--- src/rtl/slt_pkg.sv ---
// shared types and constants for the sigmoid / tanh table lookup block
// no dependencies; imported by the interfaces and every rtl module
`timescale 1ns / 1ps
`default_nettype none

package slt_pkg;

  localparam int TABLE_DEPTH = 2048;
  localparam int ADDR_W      = $clog2(TABLE_DEPTH);
  localparam int Q15_W       = 16;
  localparam int FRAC_W      = 4;
  localparam int CFG_DATA_W  = 4;
  localparam int CFG_INDEX_W = 1;
  // biased sample stays below 2 * (8 << 15) = 2^19
  localparam int BIAS_W      = 20;
  localparam int SHIFT_W     = 4;

  localparam logic [FRAC_W-1:0] FRAC_BITS_RESET = 4'd7;

  typedef enum logic [0:0] {
    CMD_WRITE = 1'b0,
    CMD_EVAL  = 1'b1
  } cmd_t;

  typedef enum logic [0:0] {
    FUNC_SIGMOID = 1'b0,
    FUNC_TANH    = 1'b1
  } func_t;

  typedef enum logic [CFG_INDEX_W-1:0] {
    REG_FRAC_BITS   = 1'b0,
    REG_FUNC_SELECT = 1'b1
  } cfg_reg_t;

  localparam logic [4:0] SIGMOID_LIMIT = 5'd8;
  localparam logic [4:0] TANH_LIMIT    = 5'd4;
  localparam logic [4:0] SIGMOID_K     = 5'd7;
  localparam logic [4:0] TANH_K        = 5'd8;

  localparam logic signed [Q15_W-1:0] Q15_MAX     = 16'sh7fff;
  localparam logic signed [Q15_W-1:0] Q15_MIN     = 16'sh8000;
  localparam logic signed [Q15_W-1:0] Q15_ZERO    = 16'sh0000;

  // result of the address stage
  typedef struct packed {
    logic                    sat;
    logic signed [Q15_W-1:0] sat_value;
    logic [ADDR_W-1:0]       addr;
  } lookup_t;

endpackage

`default_nettype wire

--- src/rtl/slt_index.sv ---
// range check and table address for one sample
// depends on slt_pkg
`timescale 1ns / 1ps
`default_nettype none

module slt_index #(
  parameter int SAMPLE_WIDTH = 24
) (
  input  wire logic signed [SAMPLE_WIDTH-1:0]  sample,
  input  wire logic [slt_pkg::FRAC_W-1:0]      frac_bits,
  input  wire logic                            func_select,
  output slt_pkg::lookup_t                     lookup
);
  import slt_pkg::*;

  logic signed [SAMPLE_WIDTH-1:0] limit;
  logic signed [SAMPLE_WIDTH-1:0] neg_limit;
  logic [SAMPLE_WIDTH-1:0]        biased;
  logic [BIAS_W-1:0]              biased_low;
  logic [BIAS_W-1:0]              shifted;
  logic [4:0]                     k;
  logic [4:0]                     frac_ext;
  logic [SHIFT_W-1:0]             rshift;
  logic [SHIFT_W-1:0]             lshift;

  always_comb begin
    limit     = SAMPLE_WIDTH'((func_select == FUNC_TANH) ? TANH_LIMIT : SIGMOID_LIMIT)
                << frac_bits;
    neg_limit = -limit;
    biased    = sample + limit;
    biased_low = biased[BIAS_W-1:0];

    k        = (func_select == FUNC_TANH) ? TANH_K : SIGMOID_K;
    frac_ext = {1'b0, frac_bits};
    if (frac_ext >= k) begin
      rshift = SHIFT_W'(frac_ext - k);
      lshift = '0;
    end else begin
      rshift = '0;
      lshift = SHIFT_W'(k - frac_ext);
    end
    shifted = (biased_low >> rshift) << lshift;

    lookup.addr = shifted[ADDR_W-1:0];
    if (sample >= limit) begin
      lookup.sat       = 1'b1;
      lookup.sat_value = Q15_MAX;
    end else if (sample < neg_limit) begin
      lookup.sat       = 1'b1;
      lookup.sat_value = (func_select == FUNC_TANH) ? Q15_MIN : Q15_ZERO;
    end else begin
      lookup.sat       = 1'b0;
      lookup.sat_value = Q15_ZERO;
    end
  end

endmodule

`default_nettype wire

--- config.mk ---
export PLATFORM = sky130hd
export DESIGN_NAME = slt_index
export DESIGN_NICKNAME = d
export VERILOG_FILES = /design/src/rtl/slt_pkg.sv /design/src/rtl/slt_index.sv
export SDC_FILE = /design/constraint.sdc
export NUM_CORES = 1
export LEC_CHECK = 0
export ABC_AREA = 1
export BUFFER_PORTS_ARGS = -buffer_cell sky130_fd_sc_hd__buf_2
export CAP_MARGIN = 20
export CELL_PAD_IN_SITES_DETAIL_PLACEMENT = 0
export CELL_PAD_IN_SITES_GLOBAL_PLACEMENT = 2
export CORE_ASPECT_RATIO = 0.9
export CORE_MARGIN = 5
export CORE_UTILIZATION = 31
export DETAILED_ROUTE_END_ITERATION = 12
export GPL_ROUTABILITY_DRIVEN = 0
export GPL_TIMING_DRIVEN = 1
export PLACE_DENSITY = 0.9
export SLEW_MARGIN = 20
export SYNTH_ARGS = -nofsm -noshare
export SYNTH_HDL_FRONTEND = slang
export SYNTH_SLANG_ARGS = --single-unit
--- constraint.sdc ---
create_clock -name vclk -period 5.45
set_input_delay 0.545 -clock vclk [all_inputs]
set_output_delay 0.545 -clock vclk [all_outputs]
set_load 0.1 [all_outputs]
==> results of run 1 <==
[power breakdown]
part / internal [mW] / switching (mW)
clock network: 0 / 0
logic: 0.256 / 0.764
registers: 0 / 0
total: 0.256 / 0.764
[metal layers]
layer / global-route usage / vias up / part of all wire
met4: 0 / 0 / 0
met3: 0.003744 / 0 / 0.027
met1: 0.2340 / 2098 / 0.53
met5: 0 / - / 0
met2: 0.2679 / 72 / 0.45
li1: - / 2525 / -
[cells in the mapped netlist, types with 5 or more instances]
master   count
a21oi_1     30
nor2_1      65
inv_2        5
nand4_1     20
nand2_1    200
buf_2        5
o21ai_1      6
inv_1       95
buf_4       16
ha_1        65
xor2_1      18
nor3_1       8
nand3_2      9
nand3_1    139
nand2_2      8
o21ai_0     16
[kinds of logic after synthesis]
| family | count (synthesis) | synth area share |
|---|---|---|
| xor gates and xnor gates | 20 | 0.04177 |
| and+or+nand+nor | 466 | 0.5206 |
| adders and majority gates | 68 | 0.2082 |
| AOI/OAI and AO/OA | 63 | 0.08294 |
| buffers and inverters | 130 | 0.1465 |
[worst max-delay path by stage]
stage,endpoint,start
4_1_cts,lookup[26],func_select
5_1_grt,lookup[6],func_select
2_1_floorplan,lookup[26],func_select
3_5_place_dp,lookup[26],func_select
6_report,lookup[26],func_select
3_3_place_gp,lookup[26],func_select
[through the flow]
step	cells	utilization	total power, mW	hold slack, ps
final	950	0.3429	1.020	1547
after global routing	950	0.3429	1.119	1565
after detailed placement	950	0.3415	1.016	1554
after global placement	950	0.3415	1.019	1560
after floorplan	747	-	0.8388	1311
after CTS	950	0.3415	1.019	1556
[cell type report]
| cell class | instances | share of cell area |
|---|---|---|
| inverters | 102 | 0.08607 |
| multi-input cells | 617 | 0.7889 |
| well taps | 168 | 0.04605 |
| repair buffers | 63 | 0.07895 |
[worst max-delay path, stage by stage]
cell	delay, ps
buf_2	170
inv_1	100
ha_4	300
nor2_1	60
nand2_1	80
nor2_1	90
inv_1	140
ha_1	170
inv_1	90
nor4_4	340
nand2_2	110
nor4_4	200
nand2_2	110
nor2_2	130
nand3_2	110
xor2_1	160
ha_1	280
nand2_1	80
nor3_2	230
nand3_1	120
o2111ai_1	140
xor2_1	260
nand2_1	80
nor2_1	180
buf_12	200
==> reports/results.tsv, run 1 <==
stage	metric	value	unit
logic_synthesis	ys_seq_area_frac	0	
cts	postCtsSetupBuffers	0	
timing	fin_setup_tns	0	ps
timing	setup_violations	0	
route	antenna_left	0	
logic_synthesis	netlist_area	4194	um^2
layout	seq_cells	0	
run_status	outcome	finished, final reports clean	
floorplan	initial_core_util	0.3150	
power_and_ir_drop	irDropWorstVdd	0.0002552	V
logic_synthesis	yosys.area.top_type	ha_1	
power_and_ir_drop	p_per_area	223.5	nW/um^2
timing	rsz0062_at_grt	false	
layout	drive_gt1_frac	0.1317	
hold_path	holdPathStages	4	
logic_synthesis	postSynthAreaPerCell	5.614	um^2
logic_synthesis	yosysWarnings	0	
route	via_per_inst	4.942	
critical_path	cp.arrival	4490	ps
timing	worst_slew_pin_slew	574.1	ps
route	drt_iter0_markers	271	
cts	ctsResizeCount	0	
timing	finalCritPeriodShare	0.9240	
layout	fillCellCount	1556	
global_routing	grt_usage	0.1566	
timing	hold_viol_final	0	
timing	fmax	198.6	MHz
global_routing	antenna_found_initial	0	
layout	nets	881	
global_routing	grt_max_degree	27	
route	vias	4695	
global_routing	grt_pass1_wl	21420	um
layout	multi_input_comb_area	3601	um^2
layout	final_common_cell	nand2_1	
floorplan	coreArea	13310	um^2
job	cap_violations	0	
floorplan	rows	40	
cts	hold_buffers	0	
logic_synthesis	ys_top_cells_by_area	ha_1 19%, nand2_1 18%, nand3_1 17%	
floorplan	ios	57	
place	port_buffers	57	
global_routing	grt_remaining_overflow	0	
logic_synthesis	synth_cells	747	
timing	relSlewSlack	0.6147	
layout	final_area	4564	um^2
critical_path	crit_type	input port to output pin	
critical_path	crit_path_end_kind	output pin	
floorplan	die_h	120.3	um
place	post-dp-hpwl	11250	um
logic_synthesis	synth_top_area_share	0.1939	
critical_path	required	4910	ps
timing	period_needed	5036	ps
hold_path	worstHoldStart	func_select	
floorplan	die-area	15960	um^2
layout	area_delta_synth_final	8.831	%
power_and_ir_drop	p_leak	2.504	nW
critical_path	critPathLaunchType	input port	
hold_path	whs_endpoint	lookup[26]	
place	placed_area	4547	um^2
logic_synthesis	synth_cell_types	41	
hold_path	hp-class	input port to output pin	
timing	finalMaxSlewViolations	0	
route	routedWlPerCell	13.41	um
route	firstDrtPassIters	5	
critical_path	crit_fanout	6	
layout	antennaDiodeCount	0	
route	routed_wl	12740	um
layout	clkbuf_count	0	
layout	layout_common_cells	200 x nand2_1, 139 x nand3_1, 95 x inv_1	
logic_synthesis	syn-num-nets	844	
place	place_ws	223.1	ps
global_routing	grt_pass1_vias	4431	
timing	setup_slack	414.3	ps
floorplan	die_w	132.6	um
layout	ff_latch_area	0	um^2
route	post-route-drc-count	0	
Power figures use the tool's default switching activity.
==> run 2, diff against run 1 <==
--- a/config.mk
+++ b/config.mk
@@ -17,6 +17,7 @@
 export GPL_ROUTABILITY_DRIVEN = 0
 export GPL_TIMING_DRIVEN = 1
 export PLACE_DENSITY = 0.9
+export REMOVE_ABC_BUFFERS = 1
 export SLEW_MARGIN = 20
 export SYNTH_ARGS = -nofsm -noshare
 export SYNTH_HDL_FRONTEND = slang
==> reports/results.tsv, run 2 (synthesis gave the netlist of run 1 again) <==
stage	metric	value	unit	change
run_status	outcome	finished, final reports clean		unchanged
timing	finalMaxSlewViolations	0		unchanged
global_routing	grt_remaining_overflow	0		unchanged
route	m1WireLength	6565	um	was 6698 um
layout	drive_gt1_frac	0.1328		was 0.1317
critical_path	crit_type	input port to output pin		unchanged
timing	fmax	197.1	MHz	was 198.6 MHz
route	firstDrtPassIters	5		unchanged
timing	rsz0062_at_grt	false		unchanged
timing	setup_violations	0		unchanged
layout	postLayoutCoreUtil	0.3435		was 0.3429
global_routing	grt_pass1_wl	21310	um	was 21,420 um
floorplan	rows	40		unchanged
timing	period_needed	5074	ps	was 5036 ps
cts	postCtsSetupBuffers	0		unchanged
critical_path	critPathLaunchType	input port		unchanged
floorplan	ios	57		unchanged
layout	ff_latch_area	0	um^2	unchanged
route	antenna_left	0		unchanged
power_and_ir_drop	p_leak	2.509	nW	was 2.504 nW
route	drt_iter0_markers	278		was 271
layout	layout_common_cells	200 x nand2_1, 139 x nand3_1, 94 x inv_1		was 200 x nand2_1, 139 x nand3_1, 95 x inv_1
route	routed_wl	12420	um	was 12,740 um
route	via_per_inst	4.934		was 4.942
critical_path	crit_fanout	6		unchanged
layout	seq_cells	0		unchanged
floorplan	initial_core_util	0.3150		unchanged
global_routing	grt_usage	0.1550		was 0.1566
job	cap_violations	0		unchanged
route	post-route-drc-count	0		unchanged
global_routing	grt_max_degree	27		unchanged
critical_path	required	4910	ps	about the same
route	dr_wl_met2	5325	um	was 5702 um
place	placed_area	4551	um^2	was 4547 um^2
floorplan	die-area	15960	um^2	unchanged
place	port_buffers	57		unchanged
timing	setup_slack	376.0	ps	was 414.3 ps
timing	finalCritPeriodShare	0.9310		was 0.9240
floorplan	die_h	120.3	um	unchanged
timing	relSlewSlack	0.5922		was 0.6147
place	post-dp-hpwl	11080	um	was 11,250 um
floorplan	die_w	132.6	um	unchanged
layout	nets	882		was 881
global_routing	grt_pass1_vias	4512		was 4,431
layout	final_area	4573	um^2	was 4564 um^2
global_routing	antenna_found_initial	0		unchanged
route	vias	4692		was 4,695
power_and_ir_drop	irDropWorstVdd	0.0002685	V	was 0.0002552 V
route	met3_length	524	um	was 341 um
route	top_layer_used	met3		unchanged
hold_path	hp-class	input port to output pin		unchanged
timing	hold_ws	1520	ps	was 1547 ps
layout	area_delta_synth_final	9.039	%	was 8.831%
floorplan	coreArea	13310	um^2	unchanged
route	routedWlPerCell	13.05	um	was 13.41 um
power_and_ir_drop	p_per_area	225.0	nW/um^2	was 223.5 nW/um^2
place	place_ws	246.3	ps	was 223.1 ps
layout	antennaDiodeCount	0		unchanged
critical_path	crit_path_end_kind	output pin		unchanged
layout	clkbuf_count	0		unchanged
timing	hold_viol_final	0		unchanged
timing	worst_slew_pin_slew	607.7	ps	was 574.1 ps
cts	hold_buffers	0		unchanged
critical_path	cp.arrival	4530	ps	was 4490 ps
layout	final_common_cell	nand2_1		unchanged
run 2: cell types whose count changed in the layout (fill, tap and decap cells not counted):
cell	before	now
clkbuf_4	0	6
a21oi_2	1	0
a21oi_1	29	30
inv_1	95	94
inv_2	5	6
buf_2	55	49
buf_4	6	7
nor2_2	2	3
nor2_1	65	64
ha_1	64	65
ha_4	1	0
run 2: final timing paths:
check         from    endpoint  slack [ps]  depth (start not counted)
max    func_select  lookup[26]         380                         24
min    func_select  lookup[26]        1520                          4
run 2: final cells by class:
type	count	area (um^2)
fill	1572	8740
multi-input combinational	617	3587
inverter	102	392.9
timing repair buffer	64	382.9
tap	168	210.2
run 2: metrics by stage:
step           power [mW]  cells  setup TNS [ps]
2_1_floorplan      0.8081    719         -330470
3_3_place_gp        1.023    951               0
3_5_place_dp        1.018    951               0
4_1_cts             1.022    951               0
5_1_grt             1.133    951               0
6_report            1.029    951               0
run 2: what timing repair did:
action	in CTS	in global routing
endpoints found under the setup margin	0	8
gates resized for setup	0	9
hold endpoints to repair	0	0
run 2: critical path: stages:
cell and delay, ps:
buf_2 140, inv_1 70, ha_1 360, nor2_1 110, nand2_1 90, nor2_1 120, inv_2 120, ha_1 150
inv_1 100, nor4_4 330, nand2_2 120, nor4_4 210, nand2_2 120, o21ai_0 150, o21ai_0 100, ha_1 310
nand4_1 130, nor3_1 280, nand3_1 140, o2111ai_1 150, xor2_1 260, nand2_1 100, nor2_2 140, buf_12 190
run 2: routing by layer:
| layer | vias up | global-route usage |
|---|---|---|
| li1 | 2531 | - |
| met1 | 2070 | 0.2329 |
| met2 | 91 | 0.2596 |
| met3 | 0 | 0.008319 |
| met4 | 0 | 0.0006494 |
| met5 | - | 0 |
run 2: where the power goes:
part / internal, mW / switching (mW)
Clock: 0 / 0
Sequential: 0 / 0
Combinational: 0.266 / 0.763
==> run 3, diff against run 2 <==
--- a/config.mk
+++ b/config.mk
@@ -10,7 +10,6 @@
 export CAP_MARGIN = 20
 export CELL_PAD_IN_SITES_DETAIL_PLACEMENT = 0
 export CELL_PAD_IN_SITES_GLOBAL_PLACEMENT = 2
-export CORE_ASPECT_RATIO = 0.9
 export CORE_MARGIN = 5
 export CORE_UTILIZATION = 31
 export DETAILED_ROUTE_END_ITERATION = 12
==> reports/results.tsv, run 3 (synthesis gave the netlist of run 1 again) <==
stage	metric	value	unit	change
run_status	outcome	finished, final reports clean		unchanged
route	antenna_left	0		unchanged
timing	period_needed	4999	ps	was 5074 ps
place	place_ws	341.6	ps	was 246.3 ps
timing	worst_slew_pin_slew	535.1	ps	was 607.7 ps
layout	antennaDiodeCount	0		unchanged
global_routing	grt_remaining_overflow	0		unchanged
timing	hold_viol_final	0		unchanged
layout	ff_latch_area	0	um^2	unchanged
layout	layout_common_cells	200 x nand2_1, 139 x nand3_1, 95 x inv_1		was 200 x nand2_1, 139 x nand3_1, 94 x inv_1
route	drt_iter0_markers	274		was 278
timing	finalMaxSlewViolations	0		unchanged
route	firstDrtPassIters	5		unchanged
timing	finalCritPeriodShare	0.9173		was 0.9310
global_routing	antenna_found_initial	0		unchanged
floorplan	coreArea	13240	um^2	was 13,310 um^2
power_and_ir_drop	p_leak	2.545	nW	was 2.509 nW
layout	seq_cells	0		unchanged
global_routing	grt_pass1_vias	4681		was 4,512
critical_path	crit_type	input port to output pin		unchanged
layout	final_common_cell	nand2_1		unchanged
global_routing	grt_max_degree	27		unchanged
layout	area_delta_synth_final	10.89	%	was 9.039%
place	post-dp-hpwl	11830	um	was 11,080 um
route	routedWlPerCell	13.84	um	was 13.05 um
critical_path	critPathLaunchType	input port		unchanged
layout	multi_input_comb_area	3580	um^2	was 3587 um^2
timing	relSlewSlack	0.6409		was 0.5922
place	port_buffers	57		unchanged
timing	setup_violations	0		unchanged
floorplan	rows	42		was 40
route	vias	4780		was 4,692
floorplan	die_w	126.3	um	was 132.6 um
power_and_ir_drop	swShare	0.7179		was 0.7411
floorplan	die-area	15960	um^2	about the same
critical_path	crit_path_end_kind	output pin		unchanged
critical_path	crit_fanout	6		unchanged
layout	clkbuf_count	0		unchanged
global_routing	grt_pass1_wl	22610	um	was 21,310 um
layout	nets	886		was 882
global_routing	grt_usage	0.1643		was 0.1550
power_and_ir_drop	clockPowerShare	0		about the same
floorplan	die_h	126.3	um	was 120.3 um
cts	hold_buffers	0		unchanged
power_and_ir_drop	combPwrFrac	1.000		about the same
floorplan	initial_core_util	0.3167		was 0.3150
timing	fmax	200.0	MHz	was 197.1 MHz
job	cap_violations	0		unchanged
power_and_ir_drop	p_int	0.3042	mW	was 0.2664 mW
floorplan	ios	57		unchanged
route	post-route-drc-count	0		unchanged
critical_path	cp.arrival	4450	ps	was 4530 ps
cts	ctsResizeCount	0		unchanged
layout	fillCellCount	1539		was 1,572
power_and_ir_drop	power_frac_seq	0		about the same
hold_path	hp-class	input port to output pin		unchanged
power_and_ir_drop	p_per_area	231.9	nW/um^2	was 225.0 nW/um^2
route	via_per_inst	4.964		was 4.934
timing	fin_setup_tns	0	ps	unchanged
route	routed_wl	13330	um	was 12,420 um
cts	postCtsSetupBuffers	0		unchanged
timing	rsz0062_at_grt	false		unchanged
power_and_ir_drop	p_sw	0.7742	mW	was 0.7626 mW
power_and_ir_drop	irDropWorstVdd	0.0002787	V	was 0.0002685 V
hold_path	holdPathStages	4		unchanged
critical_path	required	4910	ps	about the same
timing	setup_slack	450.9	ps	was 376.0 ps
layout	drive_gt1_frac	0.1334		was 0.1328
==> run 3: cell types whose count changed in the layout (fill, tap and decap cells not counted), moves of 2 or more <==
cell      change
clkbuf_4      -6
buf_12        +4
buf_4         +4
buf_2         +2
==> run 3: cell type report <==
cell class | instances | share of cell area
tap | 176 | 0.04735
inverter | 102 | 0.08448
timing repair buffer | 68 | 0.09847
multi-input combinational | 617 | 0.7697
==> run 3: power by group through the flow <==
| stage | clock network [mW] | logic, mW | registers, mW |
|---|---|---|---|
| detailed placement | 0 | 1.08 | 0 |
| finish | 0 | 1.08 | 0 |
| global placement | 0 | 1.09 | 0 |
| CTS | 0 | 1.08 | 0 |
| global route | 0 | 1.18 | 0 |
| floorplan | 0 | 0.808 | 0 |
==> run 3: critical path, cell delays in order <==
cell	delay (ps)
buf_2	150
inv_1	70
ha_1	350
nor2_1	100
nand2_1	90
nor2_1	100
inv_1	150
ha_1	170
inv_1	90
nor4_4	330
nand2_2	120
nor4_4	200
nand2_2	110
nor2_2	130
nand3_2	100
xor2_1	160
ha_1	280
nand2_1	60
nor3_1	250
nand3_1	110
o2111ai_1	140
xor2_1	200
nand2_1	70
nor2_1	170
buf_12	200
==> run 3: routing by layer <==
layer  wire, um  global-route usage  vias to the layer above
li1           -                   -                     2543
met1       6689              0.2355                     2120
met2       6031              0.2833                      109
met3        449            0.007566                        8
met4        161             0.01640                        0
met5          0                   0                        -
==> run 3: path summary, 6_finish.rpt <==
kind / slack, ps / endpoint / from
setup / recovery: 450 / lookup[26] / func_select
hold / removal: 1530 / lookup[26] / func_select
==> run 3: per-stage QoR <==
step / power, mW / cells / hold slack, ps / util / area [um^2]
6_report: 1.078 / 963 / 1533 / 0.3512 / 4651
4_1_cts: 1.084 / 963 / 1540 / 0.3512 / 4651
2_1_floorplan: 0.8081 / 719 / 1476 / - / 3973
3_5_place_dp: 1.081 / 963 / 1538 / 0.3512 / 4651
3_3_place_gp: 1.085 / 963 / 1535 / 0.3512 / 4651
5_1_grt: 1.175 / 963 / 1555 / 0.3512 / 4651
